--- src/hdl/gla_pkg.sv ---
`default_nettype none

package gla_pkg;

    // input item kinds
    typedef enum logic [1:0] {
        KIND_SAMPLE  = 2'd0,
        KIND_RESTART = 2'd1,
        KIND_MUTE    = 2'd2,
        KIND_UNMUTE  = 2'd3
    } kind_t;

    // internal alert level; warmup shows as normal
    typedef enum logic [1:0] {
        ST_NORMAL  = 2'd0,
        ST_WARNING = 2'd1,
        ST_ALARM   = 2'd2,
        ST_WARMUP  = 2'd3
    } alert_state_t;

    // configuration register indexes
    typedef enum logic [1:0] {
        REG_WARN_THR  = 2'd0,
        REG_CRIT_THR  = 2'd1,
        REG_ALERTS_EN = 2'd2,
        REG_UNUSED    = 2'd3
    } cfg_reg_t;

    localparam int unsigned CFG_DATA_W = 16;
    localparam int unsigned MUTE_MS_W  = 27;   // 2047 min * 60000 ms fits

    localparam logic [31:0] WARMUP_TIME_MS    = 32'd60000;
    localparam logic [16:0] HYSTERESIS        = 17'd50;
    localparam logic [31:0] WARN_BEEP_PERIOD  = 32'd300000;
    localparam logic [31:0] ALARM_BEEP_PERIOD = 32'd30000;
    localparam logic [15:0] MS_PER_MINUTE     = 16'd60000;

    localparam logic [15:0] WARN_THR_RST  = 16'd800;
    localparam logic [15:0] CRIT_THR_RST  = 16'd1200;
    localparam logic        ALERTS_EN_RST = 1'b1;

    typedef struct packed {
        kind_t       kind;
        logic [15:0] co2_ppm;
        logic [31:0] now_ms;
        logic        quiet_time;
        logic [10:0] mute_minutes;
    } item_in_t;

    typedef struct packed {
        logic [1:0] level;
        logic       beep_warning;
        logic       beep_alarm;
        logic       muted;
    } item_out_t;

    // alert unit results: output flags and next values of its timers
    typedef struct packed {
        logic        beep_warning;
        logic        beep_alarm;
        logic        muted;
        logic [31:0] mute_deadline;
        logic [31:0] last_warn;
        logic [31:0] last_alarm;
    } alert_upd_t;

    function automatic logic [1:0] vis_level(input alert_state_t st);
        vis_level = (st == ST_WARMUP) ? 2'(ST_NORMAL) : 2'(st);
    endfunction

    // deadline still ahead within half the counter range; zero means off
    function automatic logic mute_running(input logic [31:0] deadline,
                                          input logic [31:0] now);
        logic [31:0] diff;
        diff = now - deadline;
        mute_running = (deadline != 32'd0) && diff[31];
    endfunction

endpackage

`default_nettype wire

--- src/hdl/gla_level.sv ---
`default_nettype none

module gla_level (
    input  wire gla_pkg::kind_t        kind,
    input  wire logic [15:0]           co2_ppm,
    input  wire logic [31:0]           now_ms,
    input  wire logic [31:0]           warmup_start,
    input  wire logic [15:0]           warn_thr,
    input  wire logic [15:0]           crit_thr,
    input  wire gla_pkg::alert_state_t state,
    output gla_pkg::alert_state_t      state_next
);

    logic [31:0] elapsed;
    logic        in_warmup;
    logic [16:0] up;
    logic        ge_crit, ge_warn, up_lt_warn, up_lt_crit;
    gla_pkg::alert_state_t sample_next;

    assign elapsed    = now_ms - warmup_start;
    assign in_warmup  = elapsed < gla_pkg::WARMUP_TIME_MS;
    assign up         = {1'b0, co2_ppm} + gla_pkg::HYSTERESIS;
    assign ge_crit    = co2_ppm >= crit_thr;
    assign ge_warn    = co2_ppm >= warn_thr;
    assign up_lt_warn = up < {1'b0, warn_thr};
    assign up_lt_crit = up < {1'b0, crit_thr};

    always_comb begin
        sample_next = state;
        if (in_warmup) begin
            sample_next = gla_pkg::ST_WARMUP;
        end else begin
            unique case (state)
                gla_pkg::ST_WARMUP, gla_pkg::ST_NORMAL: begin
                    if (ge_crit)      sample_next = gla_pkg::ST_ALARM;
                    else if (ge_warn) sample_next = gla_pkg::ST_WARNING;
                    else              sample_next = gla_pkg::ST_NORMAL;
                end
                gla_pkg::ST_WARNING: begin
                    if (ge_crit)         sample_next = gla_pkg::ST_ALARM;
                    else if (up_lt_warn) sample_next = gla_pkg::ST_NORMAL;
                end
                gla_pkg::ST_ALARM: begin
                    if (up_lt_crit)
                        sample_next = ge_warn ? gla_pkg::ST_WARNING : gla_pkg::ST_NORMAL;
                end
                default: sample_next = state;
            endcase
        end
    end

    always_comb begin
        unique case (kind)
            gla_pkg::KIND_SAMPLE:  state_next = sample_next;
            gla_pkg::KIND_RESTART: state_next = gla_pkg::ST_WARMUP;
            default:               state_next = state;
        endcase
    end

endmodule

`default_nettype wire

--- src/hdl/gla_alert.sv ---
`default_nettype none

module gla_alert (
    input  wire gla_pkg::kind_t            kind,
    input  wire logic [1:0]                level,
    input  wire logic [31:0]               now_ms,
    input  wire logic                      quiet_time,
    input  wire logic                      alerts_en,
    input  wire logic [gla_pkg::MUTE_MS_W-1:0] mute_ms,
    input  wire logic [31:0]               mute_deadline,
    input  wire logic [31:0]               last_warn,
    input  wire logic [31:0]               last_alarm,
    output gla_pkg::alert_upd_t            upd
);

    logic        muted_now;
    logic        allowed;
    logic        warn_due, alarm_due;
    logic [31:0] new_deadline;

    assign muted_now    = gla_pkg::mute_running(mute_deadline, now_ms);
    assign allowed      = alerts_en && !quiet_time && !muted_now;
    // zero stamp reads as never beeped
    assign warn_due     = (last_warn == 32'd0) ||
                          ((now_ms - last_warn) >= gla_pkg::WARN_BEEP_PERIOD);
    assign alarm_due    = (last_alarm == 32'd0) ||
                          ((now_ms - last_alarm) >= gla_pkg::ALARM_BEEP_PERIOD);
    assign new_deadline = now_ms + {{(32 - gla_pkg::MUTE_MS_W){1'b0}}, mute_ms};

    always_comb begin
        upd.beep_warning  = 1'b0;
        upd.beep_alarm    = 1'b0;
        upd.muted         = muted_now;
        upd.mute_deadline = mute_deadline;
        upd.last_warn     = last_warn;
        upd.last_alarm    = last_alarm;
        unique case (kind)
            gla_pkg::KIND_SAMPLE: begin
                if (allowed && level == 2'(gla_pkg::ST_WARNING) && warn_due) begin
                    upd.beep_warning = 1'b1;
                    upd.last_warn    = now_ms;
                end
                if (allowed && level == 2'(gla_pkg::ST_ALARM) && alarm_due) begin
                    upd.beep_alarm = 1'b1;
                    upd.last_alarm = now_ms;
                end
            end
            gla_pkg::KIND_MUTE: begin
                // now - (now + p) has bit 31 set exactly when p is nonzero
                upd.mute_deadline = new_deadline;
                upd.muted = (mute_ms != '0) && (new_deadline != 32'd0);
            end
            gla_pkg::KIND_UNMUTE: begin
                upd.mute_deadline = 32'd0;
                upd.muted         = 1'b0;
            end
            default: begin
            end
        endcase
    end

endmodule

`default_nettype wire

--- src/hdl/gas_level_alarm_controller.sv ---
// Flow: an accepted item waits in the input register; its result is registered into the
//   result register, which drives m_valid, once that register is empty or being taken.
// Throughput: one item per cycle; the input register and result register
//   both advance whenever the result register is empty or being taken.
// Reset (aresetn low, synchronous): both stages empty, thresholds 800/1200,
//   alerts enabled, level warmup, warmup start, mute and beep stamps zero.
`default_nettype none

module gas_level_alarm_controller (
    input  wire logic                            aclk,
    input  wire logic                            aresetn,
    // input items
    input  wire logic                            s_valid,
    output logic                                 s_ready,
    input  wire gla_pkg::item_in_t               s_item,
    // result items
    output logic                                 m_valid,
    input  wire logic                            m_ready,
    output gla_pkg::item_out_t                   m_result,
    // configuration writes
    input  wire logic                            cfg_wr_en,
    input  wire gla_pkg::cfg_reg_t               cfg_addr,
    input  wire logic [gla_pkg::CFG_DATA_W-1:0]  cfg_wdata
);

    // ---- configuration ----
    logic [15:0] warn_thr_reg;
    logic [15:0] crit_thr_reg;
    logic        alerts_en_reg;

    always_ff @(posedge aclk) begin
        if (!aresetn) begin
            warn_thr_reg  <= gla_pkg::WARN_THR_RST;
            crit_thr_reg  <= gla_pkg::CRIT_THR_RST;
            alerts_en_reg <= gla_pkg::ALERTS_EN_RST;
        end else if (cfg_wr_en) begin
            unique case (cfg_addr)
                gla_pkg::REG_WARN_THR:  warn_thr_reg  <= cfg_wdata;
                gla_pkg::REG_CRIT_THR:  crit_thr_reg  <= cfg_wdata;
                gla_pkg::REG_ALERTS_EN: alerts_en_reg <= cfg_wdata[0];
                default: ;   // no register there
            endcase
        end
    end

    // ---- input stage ----
    // the mute length in ms is worked out on capture so the deadline
    // add sits alone in the next stage
    gla_pkg::item_in_t                 in_item_reg;
    logic [gla_pkg::MUTE_MS_W-1:0]     in_mute_ms_reg;
    logic [gla_pkg::MUTE_MS_W-1:0]     in_mute_ms_next;
    logic                              in_valid_reg;
    logic                              advance;
    logic                              s_accept;

    assign advance         = in_valid_reg && (!m_valid || m_ready);
    assign s_ready         = !in_valid_reg || advance;
    assign s_accept        = s_valid && s_ready;
    assign in_mute_ms_next = gla_pkg::MUTE_MS_W'(s_item.mute_minutes) *
                             gla_pkg::MUTE_MS_W'(gla_pkg::MS_PER_MINUTE);

    always_ff @(posedge aclk) begin
        if (!aresetn) begin
            in_valid_reg <= 1'b0;
        end else if (s_accept) begin
            in_valid_reg <= 1'b1;
        end else if (advance) begin
            in_valid_reg <= 1'b0;
        end
    end

    always_ff @(posedge aclk) begin
        if (s_accept) begin
            in_item_reg    <= s_item;
            in_mute_ms_reg <= in_mute_ms_next;
        end
    end

    // ---- block state ----
    gla_pkg::alert_state_t state_reg;
    gla_pkg::alert_state_t state_next;
    logic [31:0]           warmup_start_reg;
    logic [31:0]           mute_deadline_reg;
    logic [31:0]           last_warn_reg;
    logic [31:0]           last_alarm_reg;
    gla_pkg::alert_upd_t   upd;
    logic [1:0]            level_next;

    gla_level u_level (
        .kind         (in_item_reg.kind),
        .co2_ppm      (in_item_reg.co2_ppm),
        .now_ms       (in_item_reg.now_ms),
        .warmup_start (warmup_start_reg),
        .warn_thr     (warn_thr_reg),
        .crit_thr     (crit_thr_reg),
        .state        (state_reg),
        .state_next   (state_next)
    );

    // level after the item drives the beep decision
    assign level_next = gla_pkg::vis_level(state_next);

    gla_alert u_alert (
        .kind          (in_item_reg.kind),
        .level         (level_next),
        .now_ms        (in_item_reg.now_ms),
        .quiet_time    (in_item_reg.quiet_time),
        .alerts_en     (alerts_en_reg),
        .mute_ms       (in_mute_ms_reg),
        .mute_deadline (mute_deadline_reg),
        .last_warn     (last_warn_reg),
        .last_alarm    (last_alarm_reg),
        .upd           (upd)
    );

    // state moves with the item into the result register, so the next
    // item in the input stage already sees it
    always_ff @(posedge aclk) begin
        if (!aresetn) begin
            state_reg         <= gla_pkg::ST_WARMUP;
            warmup_start_reg  <= 32'd0;
            mute_deadline_reg <= 32'd0;
            last_warn_reg     <= 32'd0;
            last_alarm_reg    <= 32'd0;
        end else if (advance) begin
            state_reg         <= state_next;
            mute_deadline_reg <= upd.mute_deadline;
            last_warn_reg     <= upd.last_warn;
            last_alarm_reg    <= upd.last_alarm;
            if (in_item_reg.kind == gla_pkg::KIND_RESTART) begin
                warmup_start_reg <= in_item_reg.now_ms;
            end
        end
    end

    // ---- result stage ----
    logic               m_valid_reg;
    gla_pkg::item_out_t m_result_reg;

    always_ff @(posedge aclk) begin
        if (!aresetn) begin
            m_valid_reg <= 1'b0;
        end else if (advance) begin
            m_valid_reg <= 1'b1;
        end else if (m_ready) begin
            m_valid_reg <= 1'b0;
        end
    end

    always_ff @(posedge aclk) begin
        if (advance) begin
            m_result_reg.level        <= level_next;
            m_result_reg.beep_warning <= upd.beep_warning;
            m_result_reg.beep_alarm   <= upd.beep_alarm;
            m_result_reg.muted        <= upd.muted;
        end
    end

    assign m_valid  = m_valid_reg;
    assign m_result = m_result_reg;

    // ---- checks ----
    // an accepted item always lands in the input stage
    a_accept_fills: assert property (@(posedge aclk) disable iff (!aresetn)
        s_accept |=> in_valid_reg)
        else $error("accepted item not held in input stage");

    // an item leaving the input stage always produces a result
    a_advance_result: assert property (@(posedge aclk) disable iff (!aresetn)
        advance |=> m_valid)
        else $error("advanced item produced no result");

    // an alarm beep stamps the item's time
    a_alarm_stamp: assert property (@(posedge aclk) disable iff (!aresetn)
        (advance && upd.beep_alarm) |=> (last_alarm_reg == $past(in_item_reg.now_ms)))
        else $error("alarm beep time not recorded");

    // a warning beep is only reported at warning level and stamps the item's time
    a_warn_level: assert property (@(posedge aclk) disable iff (!aresetn)
        (advance && upd.beep_warning) |=>
            (m_result.level == 2'(gla_pkg::ST_WARNING) &&
             last_warn_reg == $past(in_item_reg.now_ms)))
        else $error("warning beep without warning level");

endmodule

`default_nettype wire
--- config.mk ---
export PLATFORM = sky130hd
export DESIGN_NAME = gas_level_alarm_controller
export DESIGN_NICKNAME = d
export VERILOG_FILES = /design/src/hdl/gla_pkg.sv /design/src/hdl/gla_level.sv /design/src/hdl/gla_alert.sv /design/src/hdl/gas_level_alarm_controller.sv
export SDC_FILE = /design/constraint.sdc
export NUM_CORES = 1
export LEC_CHECK = 0
export BUFFER_PORTS_ARGS = -buffer_cell sky130_fd_sc_hd__buf_2
export CORE_MARGIN = 1.5
export CORE_UTILIZATION = 45
export CTS_BUF_LIST = sky130_fd_sc_hd__clkbuf_16
export DETAILED_ROUTE_END_ITERATION = 6
export GPL_TIMING_DRIVEN = 0
export MAX_ROUTING_LAYER = met4
export SLEW_MARGIN = 5
export SYNTH_ARGS = -nofsm -noshare
export SYNTH_HDL_FRONTEND = slang
export SYNTH_SLANG_ARGS = --single-unit
--- constraint.sdc ---
create_clock -name aclk -period 7.72 [get_ports aclk]
set_clock_uncertainty 0.05 [all_clocks]
set_input_delay 1.544 -clock aclk [delete_from_list [all_inputs] [get_ports aclk]]
set_output_delay 1.544 -clock aclk [all_outputs]
set_load 0.02 [all_outputs]
# After elaboration in Yosys (flattened, before gate mapping)
# Index checks and enable logic that the tools add are counted.
[word_totals]
reg_bits = 243
out_inout_bits = 7
word_cells = 97
[op_classes]
addsub = 6
mul = 1
magnitude_cmp = 7
n_eq_ne = 11
muxes = 16
reduce_logical = 37
[op_table]
columns = ["op", "count"]
rows = [
  ["32-bit subtractor", 4],
  ["33-bit case mux with 2 select lines", 1],
  ["32-bit zero test", 2],
  ["32-bit nonzero test", 2],
  ["17-bit by 16-bit < comparator with 1-bit output", 2],
  ["32-bit by 27-bit adder with 32-bit output", 1],
  ["16-bit greater-or-equal comparator", 2],
  ["32-bit by 15-bit greater-or-equal comparator with 1-bit output (second input constant)", 1],
  ["32-bit by 19-bit greater-or-equal comparator with 1-bit output (second input constant)", 1],
  ["32-bit by 16-bit < comparator with 1-bit output (second input constant)", 1],
  ["27-bit nonzero test", 1],
  ["11-bit by 11-bit multiplier with 22-bit output (second input constant)", 1],
  ["16-bit by 6-bit adder with 17-bit output (second input constant)", 1],
  ["2-bit == test (second input constant)", 7],
  ["2-bit 2-to-1 mux", 6],
  ["1-bit logical AND", 10],
  ["2-bit AND reduction", 5],
  ["2-bit by 1-bit == test with 1-bit output (second input constant)", 4],
  ["1-bit 2-to-1 mux", 7],
  ["2-bit zero test", 3],
  ["2-bit case mux with 3 select lines", 1],
  ["3-bit AND reduction", 2],
  ["2-bit nonzero test", 3],
  ["1-bit zero test", 4],
  ["3 further kinds", 6],
]

# Logic depth before layout (Yosys ltp)
[depth]
word_depth = 13
ltp_mapped = 21

# Hierarchy
# Synthesis repeated with hierarchy kept, for this count alone.
[hier_totals]
cells_unflattened = 2680
area_unflattened_um2 = 22282.6
[by_module_without_submodules]
columns = ["mod", "instances", "cells_each", "area_per_inst_um2"]
rows = [
  ["gas_level_alarm_controller", 1, 1043, 10781.6],
  ["gla_alert", 1, 1105, 7701.1],
  ["gla_level", 1, 532, 3799.9],
]

# Least setup slack after synthesis
# Ideal clock, no wire load.
[synth_timing]
path_kind = "input to register"
startpoint = "in s_item[0] (netlist bit)"
endpoint = "reg in_mute_ms_reg[26] (netlist bit) (data pin)"
arrival_time_ns = 5.964
setup_slack_ns = 1.439
path_stages = 17
path_buffers = 0
cell_sequence = "fa_1 > inv_1 > fa_1 > fa_1 > inv_1 > fa_1 > fa_1 > ha_1 > a21oi_1 > o21ai_0 > a211oi_1 > o21ai_0 > a31oi_1 > nor2b_1 > o21a_1 > o41ai_1 > xnor2_1"
[synth_via]
elab_chain_cells = 1
[synth_rtl]
columns = ["element", "line_no", "rtl"]
rows = [
  ["from (decl)", "gas_level_alarm_controller.sv:15", "input wire gla_pkg::item_in_t s_item,"],
  ["11-bit by 11-bit multiplier with 22-bit output", "gas_level_alarm_controller.sv:59", "assign in_mute_ms_next = gla_pkg::MUTE_MS_W'(s_item.mute_minutes) *"],
  ["net in_mute_ms_next, one bit", "gas_level_alarm_controller.sv:51", "logic [gla_pkg::MUTE_MS_W-1:0] in_mute_ms_next;"],
  ["to (signal assigned)", "gas_level_alarm_controller.sv:75", "in_mute_ms_reg <= in_mute_ms_next;"],
  ["to (decl)", "gas_level_alarm_controller.sv:50", "logic [gla_pkg::MUTE_MS_W-1:0] in_mute_ms_reg;"],
]
# The timed path passes the listed nets, and every way through them passes these cells.
# A chain may end at the register's enable or synchronous reset.

# Final worst setup path
# Same ends and word-level chain as after synthesis.

==> flow_summary.toml <==
[status]
outcome = "finished, final reports clean"

[cts]
clock-sinks = 243
clk_latency_ns = 0.61
cts_tree = "built"
h-tree-depth = 1
cts-resized-gates = 0
post-cts-setup-buffers = 0
clkTransAtPathRegs_ns = 0.06
clk_path_buf_depth = 3
numCtsBuffers = 30
root_buffer = "clkbuf_16"
holdBufCountCts = 0

[timing]
setup_viol = 0
hold_viol_final = 0
final.min_clock_period_ns = 6.29
hold_slack_ns = 0.411
worstMarginPinSlew_ns = 1.26
slew_violations = 0
rsz0062_at_grt = "false"
fmax_mhz = 159
timing.final.crit_share_pct = 81.5
relSlewSlack_pct = 16.1
tns_ns = 0

[drt]
viasPerCell = 5.60
firstDrtPassIters = 7
vias = 17400
dr.first_iter.drc_count = 1167
final_antenna_net_count = 0
wire_per_inst_um = 18.3
routed_wl_mm = 56.7
drc = 0

[floorplan]
num_rows = 77
die_area_um2 = 46400
die-height_um = 215
dieWidth_um = 215
io_pins = 92
core_um2 = 44300
start_util_pct = 45.8

[power]
vdd_ir_drop_max_mv = 0.209
netSwitchingPower_uw = 1660
leakagePower_uw = 0.00914
pwr-share-seq_pct = 33.5
p_clk_share_pct = 29.4
combPwrFrac_pct = 37.1
p_per_area_nw_per_um2 = 205
p_int_uw = 2950
switching_share_pct = 36.1

[layout]
largest_reg_flops = 51
drive_above_1_share_pct = 6.98
n_antenna_cell = 0
finalInstanceArea_um2 = 22400
layout_common_cells = "nand2_1 (321), ha_1 (276), inv_1 (247)"
finalNetCount = 2884
final_common_cell = "nand2_1"
syn2layout_area_growth_pct = 10.6
utilization_pct = 50.7

[placement]
gp_congestion = 0.952
dpl.hpwl_mm = 46.0
numPortBuffers = 90
dpl_cell_area_um2 = 21500

[setup_path]
slowest_stage = "fa_1"
max_stage_delay_ns = 0.54
crit_chain = "buf_2, fa_1, inv_1, fa_1, fa_1, inv_1, fa_1, fa_1, ha_1, a21oi_1, o21ai_0, a211oi_1, o21ai_0, a31oi_1, nor2b_1, o21a_1, o41ai_1, xnor2_1"
worst-path-buf-inv = 3
end_kind = "register"
crit_required_ns = 7.99
startpoint_type = "primary input"
cp.arrival_ns = 6.56
cp_max_fo = 5
critPathKind = "in -> reg"
cp_top_family = "adder cells"
crit_top_cell = "fa_1"

[logic_synthesis]
yosys.cell_types.count = 84
yosys_most_used_dff = "dfxtp_1"
synth_compound_area_share_pct = 20.3
netlist_area_um2 = 20300
avgSynthCellArea_um2 = 8.59
synthArstFlopShare_pct = 0
synth-seq-cells = 243
syn_nets = 2761
synth_top_family_by_area = "adder cells"
synth-warning-count = 0
synthXorXnorAreaFrac_pct = 4.79
synth_fa_ha_area_share_pct = 20.9
synthSimpleGateAreaFrac_pct = 16.7
synth.area.mux_share_pct = 3.56
seq_area_frac_synth_pct = 27.8
synth_edf_count = 78
syn_inst = 2361

[global_routing]
grt_pass1_vias = 17200
grt_pass1_wl_mm = 89.6
grt_usage_pct = 24.8
antenna_found_initial = 0
grt-ovfl-total = 0
grt_max_degree = 62

[job]
maxCapViolCount = 0

[min_path]
hp-class = "reg -> reg"
-- final timing paths --
check                                          start  cells after the start                   end  slack (ns)
worst max-delay path                       s_item[0]                     18    in_mute_ms_reg[26]        1.43
worst min-delay path            warmup_start_reg[18]                      2  warmup_start_reg[18]        0.41
worst max register to register       in_item_reg[12]                     17    last_alarm_reg[21]        2.47
worst min register to register  warmup_start_reg[18]                      2  warmup_start_reg[18]        0.41
-- worst reg2reg max path, cell delays in order, from the launching register on --
cell and delay, ns:
edfxtp_1 0.52, inv_1 0.20, ha_1 0.27, fa_1 0.36, nand2b_1 0.17, a211oi_1 0.46
o211ai_1 0.31, a31oi_1 0.33, o211ai_1 0.15, xnor2_1 0.15, a2111oi_0 0.60, nand4_1 0.17
nor3_1 0.20, and4_1 0.35, nand4bb_1 0.17, buf_2 0.23, buf_4 0.25, mux2i_1 0.21
-- synthesized netlist by cell type (65+ instances only) --
library cell / number / area [um2]
ha_1: 276 / 3450
nand2_1: 321 / 1200
o21ai_0: 94 / 470
edfxtp_1: 78 / 2340
dfxtp_1: 165 / 3300
inv_1: 240 / 901
clkbuf_1: 65 / 244
mux2i_1: 71 / 711
a21oi_1: 144 / 721
nor2_1: 87 / 327
-- final cells by class --
cell class,count,area [um2]
Fill cell,4297,21900
Multi-Input combinational cell,1803,13400
Sequential cell,243,5650
Inverter,240,901
Clock buffer,31,776
Tap cell,592,741
Timing Repair Buffer,91,478
Buffer,75,320
Clock inverter,24,156
-- power groups by stage --
stage	Combinational, uW	Sequential [uW]	Clock (uW)
2_1_floorplan	1320	1530	0
3_3_place_gp	1660	1570	0
3_5_place_dp	1700	1570	0
4_1_cts	1710	1540	1380
5_1_grt	1940	1550	1430
6_report	1710	1540	1350
-- cells by family after synthesis --
logic type,after synthesis
buf+inv,315
fa+ha+maj,315
simple gates,705
xor+xnor,111
flops,243
compound gates,600
mux,72
-- metal layers --
layer  up-vias  track usage, %  wire length [um]
li1       8689               -                 -
met1      8212            31.1             25400
met2       354            42.3             27300
met3        96            2.15              2300
met4         0            7.81              1630
met5         -               -                 0
-- per-stage QoR --
stage	cells	total power (uW)	setup slack [ns]
2_1_floorplan	2361	2850	1.44
5_1_grt	3099	4920	1.09
4_1_cts	3099	4630	1.45
3_3_place_gp	3043	3230	0.872
3_5_place_dp	3044	3270	0.835
6_report	3099	4610	1.43
Power figures use the tool's default switching activity.
